==> config.mk <==
export PLATFORM = sky130hd
export DESIGN_NAME = fasta_kmer_key_stream_unit
export DESIGN_NICKNAME = d
export VERILOG_FILES = /design/src/rtl/core/fkks_pkg.sv /design/src/rtl/core/fkks_fifo.sv /design/src/rtl/core/fkks_front.sv /design/src/rtl/core/fkks_back.sv /design/src/rtl/core/fasta_kmer_key_stream_unit.sv
export SDC_FILE = /design/constraint.sdc
export NUM_CORES = 1
export LEC_CHECK = 0
export BUFFER_PORTS_ARGS = -buffer_cell sky130_fd_sc_hd__buf_2
export CAP_MARGIN = 20
export CORE_MARGIN = 1
export CORE_UTILIZATION = 56
export DETAILED_ROUTE_END_ITERATION = 8
export GPL_ROUTABILITY_DRIVEN = 0
export PLACE_DENSITY = 0.75
export SETUP_SLACK_MARGIN = 0.1
export SLEW_MARGIN = 25
export SYNTH_ARGS = -nofsm -noshare
export SYNTH_HDL_FRONTEND = slang
export SYNTH_HIERARCHICAL = 1
export SYNTH_SLANG_ARGS = --single-unit
==> constraint.sdc <==
create_clock -name i_clk -period 6.5 [get_ports i_clk]
set_input_delay 0.975 -clock i_clk [delete_from_list [all_inputs] [get_ports i_clk]]
set_output_delay 0.975 -clock i_clk [all_outputs]
set_load 0.03 [all_outputs]
==> src/rtl/core/fkks_pkg.sv <==
// Package for the FASTA k-mer key stream unit: widths, character codes and item types.
// Used by the front part, the back part, the top module and the testbench; depends on nothing.
package fkks_pkg;

    localparam int BYTE_W            = 8;
    localparam int KLEN_W            = 6;
    localparam int KEY_W             = 29;
    localparam int START_W           = 32;
    localparam int SRC_W             = 64;
    localparam int MAX_KMER_DEF      = 32;
    localparam int POSITION_BITS_DEF = 32;
    localparam int QUEUE_DEPTH       = 4;
    localparam int QCNT_W            = $clog2(QUEUE_DEPTH + 1);

    localparam logic [KLEN_W-1:0] KLEN_RESET = 6'd32;
    localparam logic [KEY_W-1:0]  KEY_MOD    = 29'h1FFF_FFFF;

    localparam logic [BYTE_W-1:0] CHAR_LF   = 8'h0A;
    localparam logic [BYTE_W-1:0] CHAR_GT   = 8'h3E;
    localparam logic [BYTE_W-1:0] CHAR_A_UP = 8'h41;
    localparam logic [BYTE_W-1:0] CHAR_C_UP = 8'h43;
    localparam logic [BYTE_W-1:0] CHAR_G_UP = 8'h47;
    localparam logic [BYTE_W-1:0] CHAR_T_UP = 8'h54;
    localparam logic [BYTE_W-1:0] CHAR_A_LO = 8'h61;
    localparam logic [BYTE_W-1:0] CHAR_C_LO = 8'h63;
    localparam logic [BYTE_W-1:0] CHAR_G_LO = 8'h67;
    localparam logic [BYTE_W-1:0] CHAR_T_LO = 8'h74;

    localparam logic [1:0] CODE_A = 2'd0;
    localparam logic [1:0] CODE_C = 2'd1;
    localparam logic [1:0] CODE_G = 2'd2;
    localparam logic [1:0] CODE_T = 2'd3;

    typedef struct packed {
        logic [SRC_W-1:0]   window;
        logic [START_W-1:0] start;
    } t_kmer_item;

    typedef struct packed {
        logic [KEY_W-1:0]   key;
        logic [START_W-1:0] start;
    } t_key_item;

endpackage

==> src/rtl/core/fkks_fifo.sv <==
// Small register FIFO used for the queue between front and back and for the result queue.
// Depends on nothing; depth must be a power of two of at least two.
module fkks_fifo #(
    parameter int WIDTH = 8,
    parameter int DEPTH = 4
) (
    input  logic                         i_clk,
    input  logic                         i_rst_n,
    input  logic                         i_push,
    input  logic [WIDTH-1:0]             i_push_data,
    output logic                         o_full,
    input  logic                         i_pop,
    output logic [WIDTH-1:0]             o_pop_data,
    output logic                         o_empty,
    output logic [$clog2(DEPTH+1)-1:0]   o_count
);

    localparam int PTR_W = $clog2(DEPTH);
    localparam int CNT_W = $clog2(DEPTH + 1);

    logic [WIDTH-1:0] r_mem [DEPTH];
    logic [PTR_W-1:0] r_wr;
    logic [PTR_W-1:0] r_rd;
    logic [CNT_W-1:0] r_count;
    logic [PTR_W-1:0] n_wr;
    logic [PTR_W-1:0] n_rd;
    logic [CNT_W-1:0] n_count;
    logic             do_push;
    logic             do_pop;

    assign o_full     = (r_count == CNT_W'(DEPTH));
    assign o_empty    = (r_count == '0);
    assign o_count    = r_count;
    assign o_pop_data = r_mem[r_rd];
    assign do_push    = i_push && !o_full;
    assign do_pop     = i_pop && !o_empty;

    always_comb begin
        n_wr    = do_push ? r_wr + 1'b1 : r_wr;
        n_rd    = do_pop ? r_rd + 1'b1 : r_rd;
        n_count = r_count;
        if (do_push && !do_pop) begin
            n_count = r_count + 1'b1;
        end else if (do_pop && !do_push) begin
            n_count = r_count - 1'b1;
        end
    end

    always_ff @(posedge i_clk) begin
        if (!i_rst_n) begin
            r_wr    <= '0;
            r_rd    <= '0;
            r_count <= '0;
        end else begin
            r_wr    <= n_wr;
            r_rd    <= n_rd;
            r_count <= n_count;
        end
    end

    always_ff @(posedge i_clk) begin
        if (do_push) begin
            r_mem[r_wr] <= i_push_data;
        end
    end

endmodule

==> src/rtl/core/fkks_front.sv <==
// Front part: parses FASTA text, keeps the base window, counts and index, and issues windows.
// Depends on fkks_pkg.
module fkks_front import fkks_pkg::*; #(
    parameter int MAX_KMER      = MAX_KMER_DEF,
    parameter int POSITION_BITS = POSITION_BITS_DEF
) (
    input  logic              i_clk,
    input  logic              i_rst_n,
    input  logic              i_cfg_valid,
    input  logic [KLEN_W-1:0] i_kmer_length,
    input  logic              i_accept,
    input  logic [BYTE_W-1:0] i_text_byte,
    output logic              o_item_valid,
    output t_kmer_item        o_item
);

    localparam int WW = 2 * MAX_KMER;
    localparam int CW = $clog2(MAX_KMER + 1);
    localparam int PE = (POSITION_BITS > START_W) ? POSITION_BITS : START_W;

    logic [KLEN_W-1:0]        r_kmer_length;
    logic [WW-1:0]            r_window;
    logic [CW-1:0]            r_count;
    logic [POSITION_BITS-1:0] r_index;
    logic                     r_at_line_start;
    logic                     r_in_header;
    logic [WW-1:0]            n_window;
    logic [CW-1:0]            n_count;
    logic [POSITION_BITS-1:0] n_index;
    logic                     n_at_line_start;
    logic                     n_in_header;

    logic [KLEN_W-1:0]        k_eff;
    logic [1:0]               code;
    logic                     known;
    logic                     is_base;
    logic [WW-1:0]            masked;
    logic [POSITION_BITS-1:0] start_full;
    logic [PE-1:0]            start_ext;

    always_comb begin
        k_eff = r_kmer_length;
        if (r_kmer_length == '0 || r_kmer_length > KLEN_W'(MAX_KMER)) begin
            k_eff = KLEN_W'(MAX_KMER);
        end
    end

    always_comb begin
        known = 1'b1;
        code  = CODE_A;
        case (i_text_byte)
            CHAR_A_UP, CHAR_A_LO: code = CODE_A;
            CHAR_C_UP, CHAR_C_LO: code = CODE_C;
            CHAR_G_UP, CHAR_G_LO: code = CODE_G;
            CHAR_T_UP, CHAR_T_LO: code = CODE_T;
            default:              known = 1'b0;
        endcase
    end

    assign is_base = !r_in_header && !(r_at_line_start && i_text_byte == CHAR_GT)
                     && !(i_text_byte inside {[8'd0:8'd32], [8'd128:8'd255]});

    always_comb begin
        n_window        = r_window;
        n_count         = r_count;
        n_index         = r_index;
        n_at_line_start = r_at_line_start;
        n_in_header     = r_in_header;
        if (i_accept) begin
            n_at_line_start = (i_text_byte == CHAR_LF);
            if (r_in_header) begin
                if (i_text_byte == CHAR_LF) begin
                    n_in_header = 1'b0;
                end
            end else if (r_at_line_start && i_text_byte == CHAR_GT) begin
                n_in_header = 1'b1;
            end else if (is_base) begin
                n_index = r_index + 1'b1;
                if (known) begin
                    n_window = (r_window << 2) | WW'(code);
                    if (r_count < CW'(MAX_KMER)) begin
                        n_count = r_count + 1'b1;
                    end
                end else begin
                    n_window = r_window << 2;
                    n_count  = '0;
                end
            end
        end
    end

    always_comb begin
        for (int i = 0; i < WW; i++) begin
            masked[i] = n_window[i] & (7'(i) < {1'b0, k_eff} + {1'b0, k_eff});
        end
    end

    assign start_full = r_index + 1'b1 - POSITION_BITS'(k_eff);
    assign start_ext  = PE'(start_full);

    assign o_item_valid  = i_accept && is_base && known && (7'(n_count) >= 7'(k_eff));
    assign o_item.window = SRC_W'(masked);
    assign o_item.start  = start_ext[START_W-1:0];

    always_ff @(posedge i_clk) begin
        if (!i_rst_n) begin
            r_kmer_length   <= KLEN_RESET;
            r_window        <= '0;
            r_count         <= '0;
            r_index         <= '0;
            r_at_line_start <= 1'b1;
            r_in_header     <= 1'b0;
        end else begin
            if (i_cfg_valid) begin
                r_kmer_length <= i_kmer_length;
            end
            r_window        <= n_window;
            r_count         <= n_count;
            r_index         <= n_index;
            r_at_line_start <= n_at_line_start;
            r_in_header     <= n_in_header;
        end
    end

endmodule

==> src/rtl/core/fkks_back.sv <==
// Back part: two-stage fold of the 64-bit window modulo 2^29-1 with space reservation.
// Depends on fkks_pkg.
module fkks_back import fkks_pkg::*; (
    input  logic              i_clk,
    input  logic              i_rst_n,
    input  logic              i_item_valid,
    input  t_kmer_item        i_item,
    output logic              o_item_pop,
    input  logic [QCNT_W-1:0] i_out_count,
    output logic              o_key_valid,
    output t_key_item         o_key_item
);

    logic                     r_v1;
    logic [KEY_W+1:0]         r_sum1;
    logic [START_W-1:0]       r_start1;
    logic                     r_v2;
    t_key_item                r_item2;
    logic [QCNT_W:0]          reserved;
    logic [KEY_W+1:0]         sum1;
    logic [KEY_W:0]           fold2;
    logic [KEY_W-1:0]         key2;

    assign reserved   = (QCNT_W+1)'(i_out_count) + (QCNT_W+1)'(r_v1) + (QCNT_W+1)'(r_v2);
    assign o_item_pop = i_item_valid && (reserved < (QCNT_W+1)'(QUEUE_DEPTH));

    assign sum1 = (KEY_W+2)'(i_item.window[KEY_W-1:0])
                + (KEY_W+2)'(i_item.window[2*KEY_W-1:KEY_W])
                + (KEY_W+2)'(i_item.window[SRC_W-1:2*KEY_W]);

    always_comb begin
        fold2 = (KEY_W+1)'(r_sum1[KEY_W-1:0]) + (KEY_W+1)'(r_sum1[KEY_W+1:KEY_W]);
        if (fold2 >= (KEY_W+1)'(KEY_MOD)) begin
            key2 = KEY_W'(fold2 - (KEY_W+1)'(KEY_MOD));
        end else begin
            key2 = fold2[KEY_W-1:0];
        end
    end

    always_ff @(posedge i_clk) begin
        if (!i_rst_n) begin
            r_v1 <= 1'b0;
            r_v2 <= 1'b0;
        end else begin
            r_v1 <= o_item_pop;
            r_v2 <= r_v1;
        end
    end

    always_ff @(posedge i_clk) begin
        r_sum1        <= sum1;
        r_start1      <= i_item.start;
        r_item2.key   <= key2;
        r_item2.start <= r_start1;
    end

    assign o_key_valid = r_v2;
    assign o_key_item  = r_item2;

endmodule

==> src/rtl/core/fasta_kmer_key_stream_unit.sv <==
// FASTA k-mer key stream unit: one text byte per cycle in while full is low, one key per qualifying base out.
// A byte that completes a window has its key pass the middle queue, both fold registers and the result queue.
// Throughput is one byte per cycle while the middle queue is not full, set by the window update in the front part.
// Reset is synchronous and active low; it empties both queues, sets the length register to 32,
// clears the window, base count and index and marks the next byte as a line start.
module fasta_kmer_key_stream_unit import fkks_pkg::*; #(
    parameter int MAX_KMER      = MAX_KMER_DEF,
    parameter int POSITION_BITS = POSITION_BITS_DEF
) (
    input  logic               i_clk,
    input  logic               i_rst_n,
    input  logic               i_cfg_valid,
    output logic               o_cfg_ready,
    input  logic [KLEN_W-1:0]  i_kmer_length,
    input  logic               push,
    output logic               full,
    input  logic [BYTE_W-1:0]  i_text_byte,
    output logic               empty,
    input  logic               pop,
    output logic [KEY_W-1:0]   o_key,
    output logic [START_W-1:0] o_start_position
);

    localparam int MID_W = $bits(t_kmer_item);
    localparam int OUT_W = $bits(t_key_item);

    logic              accept;
    logic              front_valid;
    t_kmer_item        front_item;
    logic [MID_W-1:0]  mid_data;
    logic              mid_empty;
    logic [QCNT_W-1:0] mid_count;
    logic              back_pop;
    t_kmer_item        back_item;
    logic              key_valid;
    t_key_item         key_item;
    logic [OUT_W-1:0]  out_data;
    logic              out_full;
    logic [QCNT_W-1:0] out_count;
    t_key_item         head;

    assign o_cfg_ready = 1'b1;
    assign accept      = push && !full;

    fkks_front #(
        .MAX_KMER      (MAX_KMER),
        .POSITION_BITS (POSITION_BITS)
    ) u_front (
        .i_clk         (i_clk),
        .i_rst_n       (i_rst_n),
        .i_cfg_valid   (i_cfg_valid),
        .i_kmer_length (i_kmer_length),
        .i_accept      (accept),
        .i_text_byte   (i_text_byte),
        .o_item_valid  (front_valid),
        .o_item        (front_item)
    );

    fkks_fifo #(
        .WIDTH (MID_W),
        .DEPTH (QUEUE_DEPTH)
    ) u_mid_queue (
        .i_clk       (i_clk),
        .i_rst_n     (i_rst_n),
        .i_push      (front_valid),
        .i_push_data (front_item),
        .o_full      (full),
        .i_pop       (back_pop),
        .o_pop_data  (mid_data),
        .o_empty     (mid_empty),
        .o_count     (mid_count)
    );

    assign back_item = t_kmer_item'(mid_data);

    fkks_back u_back (
        .i_clk        (i_clk),
        .i_rst_n      (i_rst_n),
        .i_item_valid (!mid_empty && (mid_count != '0)),
        .i_item       (back_item),
        .o_item_pop   (back_pop),
        .i_out_count  (out_count),
        .o_key_valid  (key_valid),
        .o_key_item   (key_item)
    );

    fkks_fifo #(
        .WIDTH (OUT_W),
        .DEPTH (QUEUE_DEPTH)
    ) u_out_queue (
        .i_clk       (i_clk),
        .i_rst_n     (i_rst_n),
        .i_push      (key_valid),
        .i_push_data (key_item),
        .o_full      (out_full),
        .i_pop       (pop),
        .o_pop_data  (out_data),
        .o_empty     (empty),
        .o_count     (out_count)
    );

    assign head             = t_key_item'(out_data);
    assign o_key            = head.key;
    assign o_start_position = head.start;

endmodule

==> flow_summary.json <==
{
  "status": "finished clean",
  "start_util": 0.566,
  "cts_sinks": 882,
  "drtAntennaViolNets": 0,
  "ys.warnings.count": 6,
  "start_kind": "flip-flop",
  "worstPathArrival_ns": 5.86,
  "rows": 93,
  "drive_above_1_share": 0.192,
  "syn_area_mm2": 0.0365,
  "synth_edf_count": 628,
  "p_per_area_mw_per_mm2": 289,
  "drc_errors": 0,
  "fmax_ghz": 0.189,
  "rsz0062_at_grt": "no",
  "worstSetupEndpointType": "flip-flop",
  "tightest_slew_ns": 1.01,
  "async_flop_share": 0,
  "hp-class": "flip-flop to flip-flop",
  "drt_pre_antenna_iters": 5,
  "post-cts-setup-buffer-count": 0,
  "cp.required_ns": 7.07,
  "hold_viol_final": 0,
  "ctsHoldBuffers": 0,
  "fp.dieW_um": 257,
  "netlist_instances": 2329,
  "core-area_mm2": 0.0645,
  "post-route-util": 0.631,
  "grt_pass1_wl_um": 114000,
  "via_count": 19900,
  "setup_viol_count_final": 0,
  "cts.repair.resized": 0,
  "maxSlewHeadroom": 0.329,
  "ir_worst_vdd_mv": 0.203,
  "yosysUniqueCellTypes": 94,
  "io_pins": 83,
  "clock-root-buffer": "clkbuf_16",
  "cp_slowest_cell": "nor2b_1",
  "dp_hpwl_um": 47200,
  "clk_pin_slew_ns": 0.07,
  "wire_per_inst_um": 21.7,
  "port_buffers": 81,
  "grt_max_degree": 88,
  "die_h_um": 257,
  "layout_min_cycle_time_ns": 5.29,
  "antenna_cells": 0,
  "crit_path_max_incr_delay_ns": 0.57,
  "maxCapViolCount": 0,
  "tritoncts": "done",
  "synth_flop_cell": "edfxtp_1",
  "cts-buffers-inserted": 87,
  "final_nets": 2530,
  "insertion_delay_ns": 0.64,
  "h-tree-depth": 3,
  "worstPathCellList": "nor3b_1, nor2b_1, or3b_2, a211o_1, or2_2, nor3_1, a21oi_1, ha_1, nand2b_1, a21o_1, a21o_1, a21o_1, a21o_1, a21oi_1, nor2_1, nor2b_1, ha_1, inv_1, fa_1, xor2_1, or3_1, a21boi_0",
  "synth-seq-cells": 882,
  "yosysSeqAreaShare": 0.656,
  "synth.avg_cell_area_um2": 15.7,
  "via_per_inst": 5.93,
  "report.final.slew_viol_count": 0,
  "syn_nets": 2438,
  "final_area_mm2": 0.0407,
  "grt_pass1_vias": 19900,
  "cp_common_cell": "a21o_1",
  "place_area_mm2": 0.0377,
  "antenna_found_initial": 0,
  "area.growth.synth_to_final_pct": 11.4,
  "cts_buffer_depth": 3,
  "total_leakage_power_nw": 13.9,
  "fin_skew_ns": 0.0208,
  "track_usage": 0.222,
  "dieArea_mm2": 0.0662,
  "tns_ns": 0,
  "worstPathMaxFanout": 7,
  "drt_iter0_drc": 1802,
  "crit_type": "flip-flop to flip-flop",
  "finalCritPeriodShare": 0.814,
  "routed_wl_um": 72700,
  "gr-total-overflow": 0
}
==> cell usage in the layout (no fill, tap or decap), types with 79 or more instances in the layout <==
cell type	synthesis	layout
edfxtp_1	628	628
dfxtp_1	254	250
mux4_2	157	157
nor2_1	110	110
nand2_1	95	95
clkbuf_16	0	90
xnor2_1	90	90
nor2b_1	85	85
mux2i_1	84	84
buf_2	38	81
ha_1	79	79
==> cells in the mapped netlist (5+ instances only) <==
master / instances / share of area
and4_1: 5 / 0.0012
edfxtp_1: 628 / 0.52
a21oi_1: 75 / 0.010
o21a_1: 6 / 0.0012
buf_2: 38 / 0.0052
o21bai_1: 5 / 0.0010
nand4_1: 27 / 0.0046
fa_1: 11 / 0.0060
nor3_1: 33 / 0.0045
a21o_1: 22 / 0.0045
nand3_1: 41 / 0.0056
nor2_1: 110 / 0.011
nor2b_1: 85 / 0.015
nor4_1: 12 / 0.0021
nand2_1: 95 / 0.0098
o21ai_0: 51 / 0.0070
nor3b_1: 8 / 0.0016
or2_2: 15 / 0.0026
buf_12: 7 / 0.0038
a31oi_1: 9 / 0.0015
o211ai_1: 5 / 0.0010
dfxtp_1: 254 / 0.14
inv_1: 40 / 0.0041
or3_1: 18 / 0.0031
a21boi_0: 12 / 0.0025
mux4_2: 157 / 0.097
a211oi_1: 7 / 0.0014
clkbuf_1: 47 / 0.0048
and2_1: 62 / 0.011
buf_6: 12 / 0.0037
xor2_1: 41 / 0.0098
nand2b_1: 11 / 0.0019
xnor2_1: 90 / 0.022
mux2i_1: 84 / 0.023
ha_1: 79 / 0.027
and3_1: 13 / 0.0022
o31ai_1: 6 / 0.0012
==> layout make-up <==
type                       instances  area (um^2)
fill                            4471        23800
clock buffer                     120         2480
sequential                       882        24000
tap                              855         1070
clock inverter                    43          536
inverter                          40          150
multi-input combinational       1300        11800
timing repair buffer             110          698
==> final timing paths <==
check	end	slack (ns)	cells after the start	start
max reg2reg	u_mid_queue/o_count[2]$_SDFFE_PN0P_	1.21	22	u_mid_queue/o_count[0]$_SDFFE_PN0P_
max	u_mid_queue/o_count[2]$_SDFFE_PN0P_	1.21	22	u_mid_queue/o_count[0]$_SDFFE_PN0P_
min	u_back/o_key_item[0]$_DFF_P_	0.33	0	u_back/r_start1[0]$_DFF_P_
min reg2reg	u_back/o_key_item[0]$_DFF_P_	0.33	0	u_back/r_start1[0]$_DFF_P_
==> state kept, by name, indices dropped and copies added (netlist names), named ones only <==
signal / count
u_back/o_key_item: 61
u_back/o_key_valid: 1
u_back/r_start1: 32
u_back/r_sum1: 31
u_back/r_v1: 1
u_front/r_at_line_start: 1
u_front/r_count: 6
u_front/r_in_header: 1
u_front/r_index: 32
u_front/r_kmer_length: 6
u_front/r_window: 64
u_mid_queue/o_count: 3
u_mid_queue/r_mem: 384
u_mid_queue/r_rd: 2
u_mid_queue/r_wr: 2
u_out_queue/o_count: 3
u_out_queue/r_mem: 244
u_out_queue/r_rd: 2
u_out_queue/r_wr: 2
==> cell families after synthesis <==
family          share of synthesized area
flops                               0.656
simple gates                       0.0895
compound gates                     0.0471
mux                                 0.121
buf+inv                            0.0222
xor+xnor                           0.0314
fa+ha+maj                          0.0331
other cells                      0.000103
==> through the flow <==
stage / cells / power, W / worst slack (ns) / hold WS [ns]
after floorplan: 2329 / 0.00658 / 1.08 / 0.310
after CTS: 3350 / 0.0118 / 1.21 / 0.323
final: 3350 / 0.0117 / 1.21 / 0.326
after global placement: 3187 / 0.00669 / 0.868 / 0.312
after detailed placement: 3187 / 0.00670 / 0.826 / 0.312
after global routing: 3350 / 0.0121 / 0.936 / 0.331
==> metal layers <==
metal	vias to the layer above	track usage	wire, um
met5	-	0	0
met3	116	0.0289	4350
met4	0	0.0641	1570
met1	10000	0.320	32100
met2	674	0.355	34600
li1	9082	-	-
==> power breakdown <==
group          switching [W]  internal, W
clock network        0.00211      0.00306
logic               0.000321     0.000221
registers          0.0000554      0.00598
==> critical path: cells and delay by family (launching register included) <==
kind / cells / cell delay (ns)
DFF: 1 / 0.50
adders and majority gates: 3 / 0.97
AOI/OAI and AO/OA: 8 / 1.00
xor gates and xnor gates: 1 / 0.18
and+or+nand+nor: 9 / 2.51
buffers and inverters: 1 / 0.06
(Power assumes the default switching activity.)
